<file path="config.mk">
export PLATFORM = sky130hd
export DESIGN_NAME = deadband_linear_map_flat
export DESIGN_NICKNAME = d
export VERILOG_FILES = /design/src/sv/dlm_pkg.sv /design/src/sv/dlm_if.sv /design/src/sv/deadband_linear_map.sv /design/src/sv/dlm_front.sv /design/src/sv/dlm_cell.sv /design/src/flat_wrapper.sv
export SDC_FILE = /design/constraint.sdc
export NUM_CORES = 2
export LEC_CHECK = 0
export BUFFER_PORTS_ARGS = -buffer_cell sky130_fd_sc_hd__buf_2
export CORE_ASPECT_RATIO = 1.25
export CORE_UTILIZATION = 24
export CTS_CLUSTER_DIAMETER = 200
export DETAILED_ROUTE_END_ITERATION = 6
export PLACE_DENSITY = 0.45
export SETUP_SLACK_MARGIN = 0.1
export SYNTH_ARGS = -nofsm -noshare
export SYNTH_HDL_FRONTEND = slang
export SYNTH_SLANG_ARGS = --single-unit
</file>
<file path="constraint.sdc">
create_clock -name clk -period 41 [get_ports clk]
set_input_delay 4.1 -clock clk [delete_from_list [all_inputs] [get_ports clk]]
set_output_delay 4.1 -clock clk [all_outputs]
set_load 0.02 [all_outputs]
</file>
<file path="src/sv/dlm_pkg.sv">
// Shared types, constants and helpers of the deadband linear map.
package dlm_pkg;

	localparam int VALUE_WIDTH = 16;
	localparam int CFG_IDX_W = 3;
	localparam int REGION_W = 3;

	typedef logic signed [VALUE_WIDTH-1:0] val_t;
	typedef logic signed [VALUE_WIDTH:0] dif_t;
	typedef logic [VALUE_WIDTH-1:0] mag_t;
	typedef logic [2*VALUE_WIDTH-1:0] prod_t;
	typedef logic [CFG_IDX_W-1:0] cfg_idx_t;
	typedef logic [REGION_W-1:0] region_t;

	localparam logic CMD_FWD = 1'b0;
	localparam logic CMD_INV = 1'b1;

	localparam region_t REGION_CLAMP_LOW = 3'd0;
	localparam region_t REGION_LOWER = 3'd1;
	localparam region_t REGION_MID = 3'd2;
	localparam region_t REGION_UPPER = 3'd3;
	localparam region_t REGION_CLAMP_HIGH = 3'd4;

	localparam cfg_idx_t REG_SRC_LOWEST = 3'd0;
	localparam cfg_idx_t REG_SRC_BAND_LOW = 3'd1;
	localparam cfg_idx_t REG_SRC_CENTER = 3'd2;
	localparam cfg_idx_t REG_SRC_BAND_HIGH = 3'd3;
	localparam cfg_idx_t REG_SRC_HIGHEST = 3'd4;
	localparam cfg_idx_t REG_DST_LOWEST = 3'd5;
	localparam cfg_idx_t REG_DST_CENTER = 3'd6;
	localparam cfg_idx_t REG_DST_HIGHEST = 3'd7;

	localparam val_t RST_SRC_LOWEST = val_t'(-32768);
	localparam val_t RST_SRC_BAND_LOW = val_t'(-1024);
	localparam val_t RST_SRC_CENTER = val_t'(0);
	localparam val_t RST_SRC_BAND_HIGH = val_t'(1024);
	localparam val_t RST_SRC_HIGHEST = val_t'(32767);
	localparam val_t RST_DST_LOWEST = val_t'(-32768);
	localparam val_t RST_DST_CENTER = val_t'(0);
	localparam val_t RST_DST_HIGHEST = val_t'(32767);

	typedef struct packed {
		val_t src_lowest;
		val_t src_band_low;
		val_t src_center;
		val_t src_band_high;
		val_t src_highest;
		val_t dst_lowest;
		val_t dst_center;
		val_t dst_highest;
	} cfg_t;

	// Partial division state carried from cell to cell.
	typedef struct packed {
		mag_t rem;
		mag_t dvd;
		mag_t quo;
		mag_t dsr;
	} div_t;

	// Side information that travels with each request down the chain.
	typedef struct packed {
		logic seg;
		logic neg;
		val_t base;
		region_t region;
	} tag_t;

	typedef struct packed {
		val_t mapped;
		region_t region;
	} res_t;

	function automatic dif_t sub_ext(val_t p, val_t q);
		return dif_t'({p[VALUE_WIDTH-1], p}) - dif_t'({q[VALUE_WIDTH-1], q});
	endfunction

endpackage

</file>
<file path="src/sv/dlm_if.sv">
// Request and result channel interfaces of the deadband linear map.
interface dlm_in_if;
	import dlm_pkg::*;
	logic valid;
	logic ready;
	logic command;
	val_t sample;
	modport source(output valid, command, sample, input ready);
	modport sink(input valid, command, sample, output ready);
endinterface

interface dlm_out_if;
	import dlm_pkg::*;
	logic valid;
	logic ready;
	val_t mapped;
	region_t region;
	modport source(output valid, mapped, region, input ready);
	modport sink(input valid, mapped, region, output ready);
endinterface

</file>
<file path="src/sv/deadband_linear_map.sv">
// Top level of the deadband linear map: configuration, divider cell chain and output stage.
//
//   channel    dir   payload                 handshake
//   samples    in    command, sample         valid / ready
//   results    out   mapped, region          valid / ready
//   cfg        in    cfg_idx, cfg_data       cfg_we, no wait
//
// One request is taken per cycle while ready is high; each result passes the decode register,
// the product register, one cell per quotient bit and the output register.
// Reset clears all valid flags and loads the configuration registers with their default values.
// A stalled result is held in the output register and one more in a skid register;
// ready drops only while the skid register is full, and the whole chain then holds.
module deadband_linear_map (
	input logic clk,
	input logic arst_n,
	dlm_in_if.sink samples,
	dlm_out_if.source results,
	input logic cfg_we,
	input dlm_pkg::cfg_idx_t cfg_idx,
	input dlm_pkg::val_t cfg_data
);
	import dlm_pkg::*;

	cfg_t cfg_q;
	logic adv;
	logic [VALUE_WIDTH:0] chain_vld;
	div_t chain_div [VALUE_WIDTH+1];
	tag_t chain_tag [VALUE_WIDTH+1];

	logic out_vld_q;
	logic skid_vld_q;
	res_t out_q;
	res_t skid_q;
	res_t tail;
	logic out_take;

	logic signed [VALUE_WIDTH:0] q_signed;
	logic signed [VALUE_WIDTH+1:0] sum;
	logic [VALUE_WIDTH-1:0] quo;
	tag_t tail_tag;

	always_ff @(posedge clk or negedge arst_n) begin
		if (!arst_n) begin
			cfg_q.src_lowest <= RST_SRC_LOWEST;
			cfg_q.src_band_low <= RST_SRC_BAND_LOW;
			cfg_q.src_center <= RST_SRC_CENTER;
			cfg_q.src_band_high <= RST_SRC_BAND_HIGH;
			cfg_q.src_highest <= RST_SRC_HIGHEST;
			cfg_q.dst_lowest <= RST_DST_LOWEST;
			cfg_q.dst_center <= RST_DST_CENTER;
			cfg_q.dst_highest <= RST_DST_HIGHEST;
		end else if (cfg_we) begin
			case (cfg_idx)
				REG_SRC_LOWEST: cfg_q.src_lowest <= cfg_data;
				REG_SRC_BAND_LOW: cfg_q.src_band_low <= cfg_data;
				REG_SRC_CENTER: cfg_q.src_center <= cfg_data;
				REG_SRC_BAND_HIGH: cfg_q.src_band_high <= cfg_data;
				REG_SRC_HIGHEST: cfg_q.src_highest <= cfg_data;
				REG_DST_LOWEST: cfg_q.dst_lowest <= cfg_data;
				REG_DST_CENTER: cfg_q.dst_center <= cfg_data;
				REG_DST_HIGHEST: cfg_q.dst_highest <= cfg_data;
				default: ;
			endcase
		end
	end

	assign adv = !skid_vld_q;
	assign samples.ready = adv;

	dlm_front u_front (
		.clk(clk),
		.arst_n(arst_n),
		.en(adv),
		.vld_i(samples.valid),
		.command(samples.command),
		.sample(samples.sample),
		.cfg(cfg_q),
		.vld_q(chain_vld[0]),
		.div_q(chain_div[0]),
		.tag_q(chain_tag[0])
	);

	for (genvar i = 0; i < VALUE_WIDTH; i++) begin : g_cell
		dlm_cell u_cell (
			.clk(clk),
			.arst_n(arst_n),
			.en(adv),
			.vld_i(chain_vld[i]),
			.div_i(chain_div[i]),
			.tag_i(chain_tag[i]),
			.vld_q(chain_vld[i+1]),
			.div_q(chain_div[i+1]),
			.tag_q(chain_tag[i+1])
		);
	end

	always_comb begin
		tail_tag = chain_tag[VALUE_WIDTH];
		quo = chain_div[VALUE_WIDTH].quo;
		q_signed = tail_tag.neg ? -{1'b0, quo} : {1'b0, quo};
		sum = {q_signed[VALUE_WIDTH], q_signed}
			+ {{2{tail_tag.base[VALUE_WIDTH-1]}}, tail_tag.base};
		tail.region = tail_tag.region;
		if (!tail_tag.seg) begin
			tail.mapped = tail_tag.base;
		end else if (sum[VALUE_WIDTH+1:VALUE_WIDTH-1] == 3'b000
				|| sum[VALUE_WIDTH+1:VALUE_WIDTH-1] == 3'b111) begin
			tail.mapped = sum[VALUE_WIDTH-1:0];
		end else begin
			tail.mapped = sum[VALUE_WIDTH+1] ? {1'b1, {(VALUE_WIDTH-1){1'b0}}}
				: {1'b0, {(VALUE_WIDTH-1){1'b1}}};
		end
	end

	assign out_take = out_vld_q && results.ready;

	always_ff @(posedge clk or negedge arst_n) begin
		if (!arst_n) begin
			out_vld_q <= 1'b0;
			skid_vld_q <= 1'b0;
		end else if (skid_vld_q) begin
			if (out_take) begin
				skid_vld_q <= 1'b0;
			end
		end else if (chain_vld[VALUE_WIDTH]) begin
			if (out_vld_q && !results.ready) begin
				skid_vld_q <= 1'b1;
			end else begin
				out_vld_q <= 1'b1;
			end
		end else if (out_take) begin
			out_vld_q <= 1'b0;
		end
	end

	always_ff @(posedge clk) begin
		if (skid_vld_q) begin
			if (out_take) begin
				out_q <= skid_q;
			end
		end else if (chain_vld[VALUE_WIDTH]) begin
			if (out_vld_q && !results.ready) begin
				skid_q <= tail;
			end else begin
				out_q <= tail;
			end
		end
	end

	assign results.valid = out_vld_q;
	assign results.mapped = out_q.mapped;
	assign results.region = out_q.region;

endmodule

</file>
<file path="src/sv/dlm_front.sv">
// Region decode, operand selection and product stage ahead of the divider chain.
module dlm_front (
	input logic clk,
	input logic arst_n,
	input logic en,
	input logic vld_i,
	input logic command,
	input dlm_pkg::val_t sample,
	input dlm_pkg::cfg_t cfg,
	output logic vld_q,
	output dlm_pkg::div_t div_q,
	output dlm_pkg::tag_t tag_q
);
	import dlm_pkg::*;

	dif_t a_dif;
	dif_t b_dif;
	dif_t c_dif;
	dif_t b_neg_dif;
	tag_t tag_d;
	logic seg_d;

	logic vld_s1;
	mag_t a_s1;
	mag_t b_s1;
	mag_t c_s1;
	tag_t tag_s1;
	prod_t prod;

	always_comb begin
		a_dif = '0;
		b_dif = '0;
		c_dif = '0;
		seg_d = 1'b0;
		tag_d.base = cfg.dst_center;
		tag_d.region = REGION_MID;
		if (command == CMD_FWD) begin
			if (sample <= cfg.src_lowest) begin
				tag_d.base = cfg.dst_lowest;
				tag_d.region = REGION_CLAMP_LOW;
			end else if (sample >= cfg.src_highest) begin
				tag_d.base = cfg.dst_highest;
				tag_d.region = REGION_CLAMP_HIGH;
			end else if (sample < cfg.src_band_low) begin
				seg_d = 1'b1;
				a_dif = sub_ext(sample, cfg.src_lowest);
				b_dif = sub_ext(cfg.dst_center, cfg.dst_lowest);
				c_dif = sub_ext(cfg.src_band_low, cfg.src_lowest);
				tag_d.base = cfg.dst_lowest;
				tag_d.region = REGION_LOWER;
			end else if (sample > cfg.src_band_high) begin
				seg_d = 1'b1;
				a_dif = sub_ext(sample, cfg.src_band_high);
				b_dif = sub_ext(cfg.dst_highest, cfg.dst_center);
				c_dif = sub_ext(cfg.src_highest, cfg.src_band_high);
				tag_d.base = cfg.dst_center;
				tag_d.region = REGION_UPPER;
			end
		end else begin
			if (sample <= cfg.dst_lowest) begin
				tag_d.base = cfg.src_lowest;
				tag_d.region = REGION_CLAMP_LOW;
			end else if (sample >= cfg.dst_highest) begin
				tag_d.base = cfg.src_highest;
				tag_d.region = REGION_CLAMP_HIGH;
			end else if (sample == cfg.dst_center) begin
				tag_d.base = cfg.src_center;
				tag_d.region = REGION_MID;
			end else if (sample < cfg.dst_center) begin
				seg_d = 1'b1;
				a_dif = sub_ext(sample, cfg.dst_lowest);
				b_dif = sub_ext(cfg.src_band_low, cfg.src_lowest);
				c_dif = sub_ext(cfg.dst_center, cfg.dst_lowest);
				tag_d.base = cfg.src_lowest;
				tag_d.region = REGION_LOWER;
			end else begin
				seg_d = 1'b1;
				a_dif = sub_ext(sample, cfg.dst_center);
				b_dif = sub_ext(cfg.src_highest, cfg.src_band_high);
				c_dif = sub_ext(cfg.dst_highest, cfg.dst_center);
				tag_d.base = cfg.src_band_high;
				tag_d.region = REGION_UPPER;
			end
		end
		// In a segment the offset is positive and smaller than the span, so the
		// quotient stays below the slope magnitude; a zero span clears seg, so the base is passed on.
		b_neg_dif = -b_dif;
		tag_d.neg = b_dif[VALUE_WIDTH];
		tag_d.seg = seg_d && (c_dif != '0);
	end

	always_ff @(posedge clk or negedge arst_n) begin
		if (!arst_n) begin
			vld_s1 <= 1'b0;
			vld_q <= 1'b0;
		end else if (en) begin
			vld_s1 <= vld_i;
			vld_q <= vld_s1;
		end
	end

	always_ff @(posedge clk) begin
		if (en) begin
			a_s1 <= a_dif[VALUE_WIDTH-1:0];
			b_s1 <= tag_d.neg ? b_neg_dif[VALUE_WIDTH-1:0] : b_dif[VALUE_WIDTH-1:0];
			c_s1 <= c_dif[VALUE_WIDTH-1:0];
			tag_s1 <= tag_d;
		end
	end

	assign prod = prod_t'(a_s1) * prod_t'(b_s1);

	always_ff @(posedge clk) begin
		if (en) begin
			div_q.rem <= prod[2*VALUE_WIDTH-1:VALUE_WIDTH];
			div_q.dvd <= prod[VALUE_WIDTH-1:0];
			div_q.quo <= '0;
			div_q.dsr <= c_s1;
			tag_q <= tag_s1;
		end
	end

endmodule

</file>
<file path="src/sv/dlm_cell.sv">
// One restoring division cell: develops one quotient bit per request per cycle while en is high.
module dlm_cell (
	input logic clk,
	input logic arst_n,
	input logic en,
	input logic vld_i,
	input dlm_pkg::div_t div_i,
	input dlm_pkg::tag_t tag_i,
	output logic vld_q,
	output dlm_pkg::div_t div_q,
	output dlm_pkg::tag_t tag_q
);
	import dlm_pkg::*;

	logic [VALUE_WIDTH:0] trial;
	logic [VALUE_WIDTH:0] trial_sub;
	logic fits;
	div_t div_d;

	always_comb begin
		trial = {div_i.rem, div_i.dvd[VALUE_WIDTH-1]};
		trial_sub = trial - {1'b0, div_i.dsr};
		fits = trial >= {1'b0, div_i.dsr};
		div_d.rem = fits ? trial_sub[VALUE_WIDTH-1:0] : trial[VALUE_WIDTH-1:0];
		div_d.dvd = {div_i.dvd[VALUE_WIDTH-2:0], 1'b0};
		div_d.quo = {div_i.quo[VALUE_WIDTH-2:0], fits};
		div_d.dsr = div_i.dsr;
	end

	always_ff @(posedge clk or negedge arst_n) begin
		if (!arst_n) begin
			vld_q <= 1'b0;
		end else if (en) begin
			vld_q <= vld_i;
		end
	end

	always_ff @(posedge clk) begin
		if (en) begin
			div_q <= div_d;
			tag_q <= tag_i;
		end
	end

endmodule

</file>
<file path="src/flat_wrapper.sv">
// flat-port wrapper written by rule: the top's interface ports become plain ports
module deadband_linear_map_flat import dlm_pkg::*;
  (clk, arst_n, cfg_we, cfg_idx, cfg_data, samples_valid, samples_command, samples_sample, samples_ready, results_valid, results_mapped, results_region, results_ready);
  dlm_in_if samples_i ();
  dlm_out_if results_i ();
  input logic clk;
  input logic arst_n;
  input logic cfg_we;
  input dlm_pkg::cfg_idx_t cfg_idx;
  input dlm_pkg::val_t cfg_data;
  input wire logic [$bits(samples_i.valid)-1:0] samples_valid;
  input wire logic [$bits(samples_i.command)-1:0] samples_command;
  input wire logic [$bits(samples_i.sample)-1:0] samples_sample;
  output wire logic [$bits(samples_i.ready)-1:0] samples_ready;
  output wire logic [$bits(results_i.valid)-1:0] results_valid;
  output wire logic [$bits(results_i.mapped)-1:0] results_mapped;
  output wire logic [$bits(results_i.region)-1:0] results_region;
  input wire logic [$bits(results_i.ready)-1:0] results_ready;
  assign samples_i.valid = samples_valid;
  assign samples_i.command = samples_command;
  assign samples_i.sample = samples_sample;
  assign samples_ready = samples_i.ready;
  assign results_valid = results_i.valid;
  assign results_mapped = results_i.mapped;
  assign results_region = results_i.region;
  assign results_i.ready = results_ready;
  deadband_linear_map u_core (.clk(clk), .arst_n(arst_n), .samples(samples_i), .results(results_i), .cfg_we(cfg_we), .cfg_idx(cfg_idx), .cfg_data(cfg_data));
endmodule
</file>
==> results.md <==
| Metric | This run |
|:---|:---|
| Fin Setup TNS | 0 ns |
| Overflow left after global routing | 0 |
| Die outline area | 326000 um2 |
| Max-slew violation count | 0 |
| Vias per std cell | 4.51 |
| Number of design-rule violations left by the first detailed-router iteration | 2613 |
| Via count of the routed design | 49400 |
| Critical path data required time | 41.54 ns |
| Path class of the lowest-slack min-delay path | flop to flop |
| Final #Nets | 7410 |
| Cell variety after synth | 106 |
| Share of cells above drive strength 1 | 11.4% |
| Overall die height | 638 um |
| Synthesis-to-layout area growth | 14.4% |
| Number of setup violations in the final report | 0 |
| Synth Register Bits | 1396 |
| Unrepaired setup endpoints after global routing | no |
| TritonCTS Sinks | 1396 |
| Hold Path Stages | 0 |
| Maximum number of pins on one net before global-route repair | 189 |
| Arrival time of data at the critical path endpoint | 8.81 ns |
| Std-Cell Core Area | 322000 um2 |
| Number of hold buffers added after CTS | 0 |
| Peak Freq | 121 MHz |
| Port Buffer Count | 61 |
| Mean instance size in the synthesized netlist | 12.1 um2 |
| Worst reg-to-reg path cell count | 22 |
| TritonCTS clock tree | built |
| Routability congestion estimate | 0.915 |
| Endpoint class of the critical path | flop |
| Total DRC errors in the routed layout | 0 |
| Max capacitance violation total | 0 |
| Overall routed net length | 213000 um |
| Number of flops mapped to enable cells by yosys | 1248 |
| Die span in x | 511 um |
| Vias in the first global route | 52700 |
| Initial core utilization | 24.1% |
| Fill cell count | 33000 |
| Post-synth ARST share | 10.6% |
| Post-synthesis cell area | 77600 um2 |
| Detailed-placement wirelength estimate | 162000 um |
| CTS resizes | 0 |
| Antenna violations before repair | 3 |
| Overall fraction of global-route tracks in use | 12.9% |
| Start-to-end type of the worst setup path | input pin to flop |
| Max-slew headroom | 24.1% |
| Footprint of the flip-flops and latches | 41200 um2 |
| Slew @ Worst Pin | 1.14 ns |
| Count of mapped cells out of synthesis | 6434 |
| Routed len/inst | 19.5 um |
| Dominant synthesized flop cell | sky130_fd_sc_hd__edfxtp_1 |
| Run status | completed |
| CTS clock-pin slew for the worst setup and hold paths | 0.06 ns |
| Max Buffers Root-to-Sink | 4 |
| Num CTS Buffers | 174 |
| Post-layout min period | 8.27 ns |
| First-pass GRT wire length | 319000 um |
| Register area share after synthesis | 53.1% |
| Multi-input combinational cell area | 32900 um2 |
| Worst Path Max Fanout | 38 |
| Synthesized Nets | 7247 |
| Number of warning messages in the yosys log | 0 |
| Final Hold Fails | 0 |
| Worst-skew pair later-pin latency | 0.84 ns |
| Post-CTS Repair Setup Buffers | 0 |
| Clock H-tree levels | 4 |
| Drt pass-1 iters | 6 |
| Top-level port count | 62 |
| Largest clock skew in the final design | 0.0918 ns |
| Antenna-violating nets left | 0 |
| Type of origin of the critical path | input pin |
| Share of the clock period used by the worst path | 20.2% |
| Row count | 233 |
| Root Driver | sky130_fd_sc_hd__clkbuf_16 |
==> cell usage in the layout (no fill, tap or decap), types with 39 or more instances in the layout <==
cell	instances
sky130_fd_sc_hd__mux2i_1	82
sky130_fd_sc_hd__o21ai_0	253
sky130_fd_sc_hd__buf_2	60
sky130_fd_sc_hd__nand3_1	103
sky130_fd_sc_hd__nor2b_1	63
sky130_fd_sc_hd__mux2_2	286
sky130_fd_sc_hd__nand2b_1	39
sky130_fd_sc_hd__and2_1	137
sky130_fd_sc_hd__a21o_1	75
sky130_fd_sc_hd__a31oi_1	43
sky130_fd_sc_hd__fa_1	218
sky130_fd_sc_hd__ha_1	554
sky130_fd_sc_hd__nor3_1	119
sky130_fd_sc_hd__xor2_1	90
sky130_fd_sc_hd__clkbuf_1	41
sky130_fd_sc_hd__inv_1	789
sky130_fd_sc_hd__nor2_1	278
sky130_fd_sc_hd__a21boi_0	47
sky130_fd_sc_hd__a21oi_1	341
sky130_fd_sc_hd__xnor2_1	222
sky130_fd_sc_hd__o22ai_1	51
sky130_fd_sc_hd__clkbuf_16	176
sky130_fd_sc_hd__edfxtp_1	1248
sky130_fd_sc_hd__nand4_1	101
sky130_fd_sc_hd__buf_4	64
sky130_fd_sc_hd__dfstp_2	39
sky130_fd_sc_hd__nand2_1	470
sky130_fd_sc_hd__nor4_1	47
sky130_fd_sc_hd__dfrtp_1	109
sky130_fd_sc_hd__o21a_1	55
==> through the flow <==
step	instances	util (%)	instance area (um2)	hold slack [ns]	worst slack [ns]
2_1_floorplan	6434	-	77600	0.400	2.75
3_3_place_gp	10700	25.8	83200	0.401	31.89
3_5_place_dp	10700	25.8	83200	0.405	31.89
4_1_cts	11000	27.6	88800	0.390	32.79
5_1_grt	11000	27.6	88800	0.391	32.56
6_report	11000	27.6	88800	0.393	32.73
==> cell usage after synthesis (8+ instances only) <==
cell type	count	area share, %
sky130_fd_sc_hd__a211oi_1	20	0.19
sky130_fd_sc_hd__a21boi_0	47	0.45
sky130_fd_sc_hd__a21o_1	75	0.73
sky130_fd_sc_hd__a21oi_1	343	2.2
sky130_fd_sc_hd__a221oi_1	17	0.19
sky130_fd_sc_hd__a22oi_1	8	0.077
sky130_fd_sc_hd__a31o_2	19	0.21
sky130_fd_sc_hd__a31oi_1	43	0.35
sky130_fd_sc_hd__and2_1	137	1.1
sky130_fd_sc_hd__and3_1	38	0.31
sky130_fd_sc_hd__buf_2	10	0.064
sky130_fd_sc_hd__clkbuf_1	114	0.55
sky130_fd_sc_hd__dfrtp_1	109	3.5
sky130_fd_sc_hd__dfstp_2	39	1.3
sky130_fd_sc_hd__edfxtp_1	1248	48
sky130_fd_sc_hd__fa_1	218	5.6
sky130_fd_sc_hd__ha_1	554	8.9
sky130_fd_sc_hd__inv_1	790	3.8
sky130_fd_sc_hd__mux2_2	286	4.1
sky130_fd_sc_hd__mux2i_1	83	1.1
sky130_fd_sc_hd__nand2_1	470	2.3
sky130_fd_sc_hd__nand2b_1	39	0.31
sky130_fd_sc_hd__nand3_1	103	0.66
sky130_fd_sc_hd__nand4_1	101	0.81
sky130_fd_sc_hd__nand4b_1	16	0.18
sky130_fd_sc_hd__nor2_1	278	1.3
sky130_fd_sc_hd__nor2b_1	63	0.51
sky130_fd_sc_hd__nor3_1	121	0.78
sky130_fd_sc_hd__nor4_1	47	0.38
sky130_fd_sc_hd__o2111ai_1	16	0.18
sky130_fd_sc_hd__o211ai_1	18	0.17
sky130_fd_sc_hd__o21a_1	55	0.53
sky130_fd_sc_hd__o21ai_0	253	1.6
sky130_fd_sc_hd__o21ai_1	17	0.11
sky130_fd_sc_hd__o21bai_1	24	0.23
sky130_fd_sc_hd__o22a_1	20	0.23
sky130_fd_sc_hd__o22ai_1	51	0.41
sky130_fd_sc_hd__o31ai_1	39	0.38
sky130_fd_sc_hd__o41ai_1	9	0.10
sky130_fd_sc_hd__or3_1	28	0.23
sky130_fd_sc_hd__or4_1	20	0.19
sky130_fd_sc_hd__xnor2_1	222	2.5
sky130_fd_sc_hd__xor2_1	90	1.0
==> worst max-delay path, stage by stage <==
cell,delay (ns)
sky130_fd_sc_hd__buf_2,0.12
sky130_fd_sc_hd__inv_1,0.24
sky130_fd_sc_hd__ha_1,0.23
sky130_fd_sc_hd__inv_1,0.06
sky130_fd_sc_hd__fa_1,0.41
sky130_fd_sc_hd__a21o_1,0.18
sky130_fd_sc_hd__a21oi_1,0.38
sky130_fd_sc_hd__o21a_1,0.34
sky130_fd_sc_hd__o21ai_1,0.18
sky130_fd_sc_hd__mux2i_4,0.21
sky130_fd_sc_hd__buf_4,0.27
sky130_fd_sc_hd__or4b_4,0.59
sky130_fd_sc_hd__o22ai_1,0.21
sky130_fd_sc_hd__nor3_1,0.43
sky130_fd_sc_hd__nand3_1,0.25
sky130_fd_sc_hd__or4_1,0.56
==> state kept, by name, summed over array words and instances, names as in the netlist <==
register                    flops
u_core.u_front.b_s1            16
u_core.u_front.a_s1            16
u_core.u_front.vld_q            1
u_core.u_front.tag_s1          21
u_core.g_cell.u_cell.div_q    736
u_core.results.valid            1
u_core.g_cell.u_cell.tag_q    336
u_core.skid_q                  19
u_core.skid_vld_q               1
u_core.u_front.vld_s1           1
u_core.results.region           3
u_core.results.mapped          16
u_core.u_front.c_s1            16
u_core.cfg_q                  128
u_core.u_front.tag_q           21
u_core.g_cell.u_cell.vld_q     16
u_core.u_front.div_q           48
==> per-layer routing <==
layer / GRT usage (%) / share of wire [%] / wire length [um] / vias to the layer above
met5: 0 / 0 / 0 / -
met4: 6.63 / 5.3 / 11300 / 0
met3: 1.67 / 3.1 / 6560 / 419
met2: 25.3 / 55 / 117000 / 963
met1: 13.0 / 37 / 79100 / 24500
li1: - / - / - / 23500
==> cell type report <==
cell class,instances,area share (%)
antenna,3,0.00845
timing repair buffer,127,0.920
inverter,790,3.35
clock inverter,78,0.912
tap,4230,5.96
clock buffer,230,5.33
sequential,1396,46.4
multi-input combinational,4108,37.1
==> cell families after synthesis <==
kind of cell	count (synthesis)	synth area share [%]
AO/OA/AOI/OAI	1150	9.42
XOR/XNOR	312	3.52
adder cells (fa/ha/maj)	772	14.5
buffers and inverters	930	4.59
flip-flops	1396	53.1
multiplexers	372	5.26
AND/OR/NAND/NOR	1502	9.55
==> path summary, 6_finish.rpt <==
kind                                                        start                                 to  slack, ns
worst max-delay path                            samples_sample[0]          u_core.u_front.tag_s1[20]      32.73
worst min-delay path            u_core.g_cell[5].u_cell.div_q[46]  u_core.g_cell[6].u_cell.div_q[47]       0.39
worst max register to register             u_core.u_front.b_s1[1]           u_core.u_front.div_q[62]      33.29
worst min register to register  u_core.g_cell[5].u_cell.div_q[46]  u_core.g_cell[6].u_cell.div_q[47]       0.39
max in group asynchronous                                  arst_n                  u_core.cfg_q[121]      36.41
min in group asynchronous                                  arst_n                  u_core.cfg_q[103]       3.21
Power is left out: the tool's default activity adds up to more than one toggle a clock period on the data nets, which glitch-free logic cannot reach.
